--- src/rtl/qai_pkg.sv ---
package qai_pkg;

	// controller states
	typedef enum logic [4:0] {
		ST_IDLE,
		ST_SQ,
		ST_W1,
		ST_P2,
		ST_W2,
		ST_P3,
		ST_P4,
		ST_DIVS,
		ST_DIVW,
		ST_TV,
		ST_W4,
		ST_HAM,
		ST_W5,
		ST_MAG,
		ST_NRM,
		ST_SS,
		ST_W6,
		ST_SQRT,
		ST_DONE
	} state_t;

	// multiplier operations
	typedef enum logic [2:0] {
		MOP_NONE,
		MOP_SQ,
		MOP_P2,
		MOP_P3,
		MOP_P4,
		MOP_TV,
		MOP_HAM,
		MOP_SS
	} mop_t;

	typedef struct packed {
		logic       init;
		logic       op_load;
		mop_t       mop;
		logic [3:0] midx;
		logic       div_start;
		logic [3:0] div_sel;
		logic       mag;
		logic       shr;
		logic       shl;
		logic       sqrt_step;
		logic       commit;
	} cmd_t;

	typedef struct packed {
		logic div_done;
		logic m_zero;
		logic m_hi;
		logic m_lo;
		logic sqrt_last;
	} stat_t;

	localparam logic       OP_LOAD         = 1'b1;
	localparam logic [3:0] CNT_VEC_LAST    = 4'd2;
	localparam logic [3:0] CNT_HAM_LAST    = 4'd15;
	localparam logic [3:0] CNT_SS_LAST     = 4'd3;
	localparam logic [3:0] DIV_LAST_SERIES = 4'd7;
	localparam logic [3:0] DIV_FIRST_NORM  = 4'd8;
	localparam logic [3:0] DIV_LAST_NORM   = 4'd11;

	// sign of each hamilton product term, bit = row * 4 + column
	localparam logic [15:0] HAM_NEG = 16'h284E;

	// series divisors: sine terms first, then cosine terms
	function automatic logic [31:0] div_const(input logic [2:0] k);
		logic [31:0] v;
		unique case (k)
			3'd0: v = 32'd48;
			3'd1: v = 32'd3840;
			3'd2: v = 32'd645120;
			3'd3: v = 32'd185794560;
			3'd4: v = 32'd8;
			3'd5: v = 32'd384;
			3'd6: v = 32'd46080;
			3'd7: v = 32'd10321920;
			default: v = 32'd1;
		endcase
		return v;
	endfunction

endpackage

--- src/rtl/qai_ctrl.sv ---
module qai_ctrl (
	input  logic            clk,
	input  logic            arst_n,
	input  logic            in_valid,
	input  logic            op,
	output logic            in_ready,
	input  logic            out_ready,
	output logic            out_valid,
	input  qai_pkg::stat_t  stat,
	output qai_pkg::cmd_t   cmd
);

	qai_pkg::state_t state_q, state_d;
	logic [3:0]      cnt_q, cnt_d;
	logic            out_valid_q;

	always_ff @(posedge clk or negedge arst_n) begin
		if (!arst_n) begin
			state_q     <= qai_pkg::ST_IDLE;
			cnt_q       <= '0;
			out_valid_q <= 1'b0;
		end else begin
			state_q <= state_d;
			cnt_q   <= cnt_d;
			if (cmd.commit)
				out_valid_q <= 1'b1;
			else if (out_ready)
				out_valid_q <= 1'b0;
		end
	end

	always_comb begin
		state_d  = state_q;
		cnt_d    = cnt_q;
		cmd      = '0;
		in_ready = (state_q == qai_pkg::ST_IDLE);
		unique case (state_q)
			qai_pkg::ST_IDLE: begin
				if (in_valid) begin
					cmd.init    = 1'b1;
					cmd.op_load = op;
					cnt_d       = '0;
					state_d     = (op == qai_pkg::OP_LOAD) ? qai_pkg::ST_DONE : qai_pkg::ST_SQ;
				end
			end
			qai_pkg::ST_SQ: begin
				cmd.mop  = qai_pkg::MOP_SQ;
				cmd.midx = cnt_q;
				if (cnt_q == qai_pkg::CNT_VEC_LAST) begin
					cnt_d   = '0;
					state_d = qai_pkg::ST_W1;
				end else begin
					cnt_d = cnt_q + 4'd1;
				end
			end
			qai_pkg::ST_W1: state_d = qai_pkg::ST_P2;
			qai_pkg::ST_P2: begin
				cmd.mop = qai_pkg::MOP_P2;
				state_d = qai_pkg::ST_W2;
			end
			qai_pkg::ST_W2: state_d = qai_pkg::ST_P3;
			qai_pkg::ST_P3: begin
				cmd.mop = qai_pkg::MOP_P3;
				state_d = qai_pkg::ST_P4;
			end
			qai_pkg::ST_P4: begin
				cmd.mop = qai_pkg::MOP_P4;
				cnt_d   = '0;
				state_d = qai_pkg::ST_DIVS;
			end
			qai_pkg::ST_DIVS: begin
				cmd.div_start = 1'b1;
				cmd.div_sel   = cnt_q;
				state_d       = qai_pkg::ST_DIVW;
			end
			qai_pkg::ST_DIVW: begin
				if (stat.div_done) begin
					priority if (cnt_q == qai_pkg::DIV_LAST_SERIES) begin
						cnt_d   = '0;
						state_d = qai_pkg::ST_TV;
					end else if (cnt_q == qai_pkg::DIV_LAST_NORM) begin
						state_d = qai_pkg::ST_DONE;
					end else begin
						cnt_d   = cnt_q + 4'd1;
						state_d = qai_pkg::ST_DIVS;
					end
				end
			end
			qai_pkg::ST_TV: begin
				cmd.mop  = qai_pkg::MOP_TV;
				cmd.midx = cnt_q;
				if (cnt_q == qai_pkg::CNT_VEC_LAST) begin
					cnt_d   = '0;
					state_d = qai_pkg::ST_W4;
				end else begin
					cnt_d = cnt_q + 4'd1;
				end
			end
			qai_pkg::ST_W4: state_d = qai_pkg::ST_HAM;
			qai_pkg::ST_HAM: begin
				cmd.mop  = qai_pkg::MOP_HAM;
				cmd.midx = cnt_q;
				if (cnt_q == qai_pkg::CNT_HAM_LAST) begin
					cnt_d   = '0;
					state_d = qai_pkg::ST_W5;
				end else begin
					cnt_d = cnt_q + 4'd1;
				end
			end
			qai_pkg::ST_W5: state_d = qai_pkg::ST_MAG;
			qai_pkg::ST_MAG: begin
				cmd.mag = 1'b1;
				state_d = qai_pkg::ST_NRM;
			end
			qai_pkg::ST_NRM: begin
				priority if (stat.m_zero) begin
					state_d = qai_pkg::ST_DONE;
				end else if (stat.m_hi) begin
					cmd.shr = 1'b1;
				end else if (stat.m_lo) begin
					cmd.shl = 1'b1;
				end else begin
					cnt_d   = '0;
					state_d = qai_pkg::ST_SS;
				end
			end
			qai_pkg::ST_SS: begin
				cmd.mop  = qai_pkg::MOP_SS;
				cmd.midx = cnt_q;
				if (cnt_q == qai_pkg::CNT_SS_LAST) begin
					cnt_d   = '0;
					state_d = qai_pkg::ST_W6;
				end else begin
					cnt_d = cnt_q + 4'd1;
				end
			end
			qai_pkg::ST_W6: state_d = qai_pkg::ST_SQRT;
			qai_pkg::ST_SQRT: begin
				cmd.sqrt_step = 1'b1;
				if (stat.sqrt_last) begin
					cnt_d   = qai_pkg::DIV_FIRST_NORM;
					state_d = qai_pkg::ST_DIVS;
				end
			end
			qai_pkg::ST_DONE: begin
				if (!out_valid_q || out_ready) begin
					cmd.commit = 1'b1;
					state_d    = qai_pkg::ST_IDLE;
				end
			end
			default: state_d = qai_pkg::ST_IDLE;
		endcase
	end

	assign out_valid = out_valid_q;

endmodule

--- config.mk ---
export PLATFORM = sky130hd
export DESIGN_NAME = qai_ctrl
export DESIGN_NICKNAME = d
export VERILOG_FILES = /design/src/rtl/qai_pkg.sv /design/src/rtl/qai_ctrl.sv
export SDC_FILE = /design/constraint.sdc
export NUM_CORES = 1
export LEC_CHECK = 0
export CORE_UTILIZATION = 35
export CTS_BUF_LIST = sky130_fd_sc_hd__clkbuf_4 sky130_fd_sc_hd__clkbuf_8
export DETAILED_ROUTE_END_ITERATION = 8
export DONT_BUFFER_PORTS = 1
export SETUP_SLACK_MARGIN = 0.5
export SLEW_MARGIN = 20
export SYNTH_ARGS = -nofsm -noshare
export SYNTH_HDL_FRONTEND = slang
export SYNTH_SLANG_ARGS = --single-unit
--- constraint.sdc ---
create_clock -name clk -period 5.05 [get_ports clk]
set_input_delay 0.505 -clock clk [delete_from_list [all_inputs] [get_ports clk]]
set_output_delay 0.505 -clock clk [all_outputs]
set_load 0.03 [all_outputs]
; After elaboration in Yosys (flattened, before gate mapping)
; Index checks and enable logic that the tools add are counted.
[totals]
elab_cells = 93
reg_bits = 10
output_inout_bits = 21
input_bits = 10
[op_classes]
mux = 43
reduce_logical = 9
eq_ne = 37
add_sub_neg = 1
[ops]
columns = operator, count
row1 = $pmux 5 s19, 1
row2 = $mux 5, 15
row3 = $mux 4, 12
row4 = $eq 5x4->1 const B, 8
row5 = $pmux 4 s8, 1
row6 = $ne 2x2->1 const B, 11
row7 = $pmux 3 s7, 1
row8 = $eq 5x3->1 const B, 4
row9 = $eq 5x5->1 const B, 3
row10 = $eq 5x2->1 const B, 2
row11 = $reduce_and 10->1, 1
row12 = $mux 1, 9
row13 = $ne 3x3->1 const B, 3
row14 = $eq 4x2->1 const B, 2
row15 = $eq 4x4->1 const B, 2
row16 = $mux 2, 4
row17 = $reduce_and 8->1, 1
row18 = $reduce_bool 8->1, 1
row19 = $eq 5x1->1 const B, 1
row20 = $logic_not 5->1, 1
row21 = $add 4x1->4 const B, 1
row22 = $eq 4x3->1 const B, 1
row23 = $reduce_or 4->1, 1
row24 = $reduce_bool 2->1, 1
row25 = 3 further kinds, 3

; Longest topological paths before layout
[logic_depth]
word_depth = 5
ltp_mapped = 8
depth_no_buf = 8

; Worst setup path before layout
; Ideal clock, no wire load.
[synth_timing]
path_kind = flip-flop to output port
start = register state_q[1]
end = output port cmd[10] (netlist name)
path_slack_ns = 2.709
required_ns = 4.545
t_arrival_ns = 1.836
path_buffers = 2
stages_incl_launch_ff = 5
cell_sequence = dfrtp_1 > buf_4 > clkbuf_1 > nor2b_1 > nor4_1
[synth_rtl]
columns = item, line
row1 = from (decl), qai_ctrl.sv:13  ; qai_pkg::state_t state_q, state_d;
row2 = from (signal assigned), qai_ctrl.sv:19  ; state_q <= qai_pkg::ST_IDLE;
row3 = from (signal assigned), qai_ctrl.sv:23  ; state_q <= state_d;
row4 = to (decl), qai_ctrl.sv:10  ; output qai_pkg::cmd_t cmd

==> reports/metrics.csv <==
stage,metric,value,unit
run_status,status,"complete, no violations",
setup_path,cp_common_cell,nor2_1,
placement,dp_hpwl,2.09,mm
timing,hold_violations,0,
routing,drt-total-wl,2.70,mm
cells_and_area,instances_no_fill,187,
floorplanning,rows,19,
clock_tree,cts_buffers,3,
global_routing,grtUsageTotal,17.5,%
global_routing,grt-ovfl-total,0,
clock_tree,cts_tree,done,
global_routing,grt_max_degree,21,
setup_path,worstPathMaxFanout,16,
floorplanning,die_w,58.1,um
logic_synthesis,yosysTopAreaCellShare,22.7,%
worst_hold_path,min_path_type,in2reg,
clock_tree,postCtsResizedCells,0,
timing,rsz0062_at_grt,no,
cells_and_area,num-nets-final,159,
cells_and_area,design_area,1140,um2
global_routing,grt_pass1_wl,4.49,mm
pwr,total_power,700,uW
logic_synthesis,avgSynthCellArea,7.34,um2
cells_and_area,diodes,0,
placement,placed_cells,183,
floorplanning,die_area,3370,um2
logic_synthesis,synth_nets,162,
logic_synthesis,netlist_instances,150,
routing,drt-initial-drc-count,46,
logic_synthesis,syn_area,1100,um2
setup_path,worst-path-buf-inv,1,
timing,setup_slack,2.22,ns
logic_synthesis,netlist-cell-type-count,43,
clock_tree,worstSkewPairLatency,0.27,ns
placement,dpl_cell_area,1100,um2
setup_path,crit_path_cell_trace,"inv_1, nor2_1, nand2_1, nor2_1, and2_1",
floorplanning,die_h,58.1,um
timing,finClkSkew,0.0125,ns
setup_path,cp_slowest_cell,dfrtp_1,
floorplanning,start_util,38.3,%
clock_tree,post-cts-setup-buffers,0,
clock_tree,cts-root-buf,clkbuf_4,
flow_run,maxCapViolCount,0,
cells_and_area,mostFrequentLayoutCells,"nor2_1 (19), nand2_1 (16), o21ai_0 (10), dfrtp_1 (10), and2_1 (9)",
global_routing,grt_antenna_before_repair,0,
pwr,p_leak,0.467,nW
setup_path,critPathArrivalTime,2.33,ns
logic_synthesis,synth_area_leaders,"dfrtp_1 (23%), nor2_1 (6.5%), nand2_1 (5.5%)",
setup_path,critPathRequiredTime,4.55,ns
logic_synthesis,yosysSeqAreaShare,22.7,%
timing,fmax,0.353,GHz
routing,drcViolationCount,0,
placement,gp_congestion,0.831,
pwr,irDropWorstVdd,0.000219,V
logic_synthesis,postSynth.asyncResetShare,100,%
logic_synthesis,ys_ff_latch,10,
timing,period_minus_slack,2.83,ns
pwr,powerDensity,615,nW/um2
logic_synthesis,yosys.area.top_type,dfrtp_1,
cells_and_area,syn2layout_area_growth,3.30,%
cells_and_area,final_common_cell,nor2_1,
timing,worst_pin_slew,0.922,ns
routing,dr.pass1.iters,4,
routing,wl_per_cell,14.5,um
setup_path,cpPeakStageDelay,0.61,ns
floorplanning,core_area,2880,um2
routing,vias,1059,
global_routing,grt_pass1_vias,959,
timing,period_share,56.1,%
routing,drtAntennaViolNets,0,
floorplanning,ios,31,
setup_path,crit_type,reg2out,
setup_path,critPathTopFamily,simple AND/OR/NAND/NOR gates,
timing,slew_headroom,38.0,%
setup_path,cp-end-kind,primary output,
clock_tree,postCtsHoldBufs,1,
clock_tree,htree_num_levels,1,
clock_tree,clk_pin_slew_worst_paths,0.08,ns
logic_synthesis,synth_edf_count,0,
logic_synthesis,ys.flop_type,dfrtp_1,
cells_and_area,final_util,39.5,%
logic_synthesis,yosys_warnings,0,
timing,whs,0.343,ns
timing,setup_viol,0,
timing,fin_setup_tns,0,ns
placement,numPortBuffers,0,
setup_path,cp-start-kind,flop,
cells_and_area,final_layout_size_suffix_gt1_share,8.97,%
timing,drv_slew,0,
placement,pre_cts_ws,2.50,ns
routing,avgViaCountPerCell,5.66,
clock_tree,cts.sinks,10,
clock_tree,cts_max_path_buffers,2,
## synthesized netlist by cell type, drive strengths merged (2+ instances only)
library cell and number:
mux2 2, a21oi 7, buf 7, nor2b 5
o21ai 12, nand2b 3, nor3b 3, and3 4
nor2 19, a21o 2, nand3 6, a32oi 3
nor3 8, nand2 16, dfrtp 10, or2 2
a221oi 2, clkbuf 3, and2 9, inv 5
mux2i 2, ha 2, xor2 2, o21bai 3
## sequential cells by signal (all words and copies together) (netlist names)
| register | cells |
|---|---|
| state_q | 5 |
| cnt_q | 4 |
| out_valid | 1 |
## layout make-up
class	count	area [um2]
Multi-Input combinational cell	125	776
Tap cell	42	52.6
Fill cell	325	1740
Inverter	5	18.8
Clock buffer	3	22.5
Sequential cell	10	250
Timing Repair Buffer	2	17.5
## cell families (layout without fill, tap and decap cells)
family                     count (synthesis)  count (layout)  share of synthesized area (%)
AOI/OAI and AO/OA                         36              36                           22.3
xor gates and xnor gates                   3               3                           2.39
adders and majority gates                  2               2                           2.27
buffers and inverters                     15              10                           6.82
DFF                                       10              10                           22.7
muxes                                      4               4                           3.86
and+or+nand+nor                           80              80                           39.7
## worst paths after layout
| check | start | cells after the start | slack (ns) | end |
|---|---|---|---|---|
| max | state_q[2]$_DFFE_PN0P_ | 5 | 2.22 | cmd[8] |
| min | out_ready | 1 | 0.34 | out_valid$_DFFE_PN0P_ |
| max reg2reg | state_q[3]$_DFFE_PN0P_ | 5 | 2.79 | state_q[3]$_DFFE_PN0P_ |
| min reg2reg | cnt_q[0]$_DFFE_PN0P_ | 1 | 0.55 | cnt_q[0]$_DFFE_PN0P_ |
| max in group asynchronous | arst_n | 1 | 4.06 | cnt_q[0]$_DFFE_PN0P_ |
| min in group asynchronous | arst_n | 1 | 0.64 | state_q[4]$_DFFE_PN0P_ |
## layer usage
layer / share of wire, % / GRT usage, % / vias to the layer above
met2: 44 / 26.9 / 42
met4: 2.7 / 9.52 / 0
met5: 0 / 0 / -
met3: 6.3 / 2.90 / 7
met1: 47 / 23.4 / 491
li1: - / - / 519
## power breakdown
| group | switching (mW) | internal (mW) | leakage, nW | total [mW] |
|---|---|---|---|---|
| Sequential | 0.103 | 0.108 | 0.132 | 0.211 |
| Combinational | 0.268 | 0.163 | 0.321 | 0.431 |
| Clock | 0.0295 | 0.0276 | 0.0138 | 0.0570 |
(Power assumes the default switching activity.)
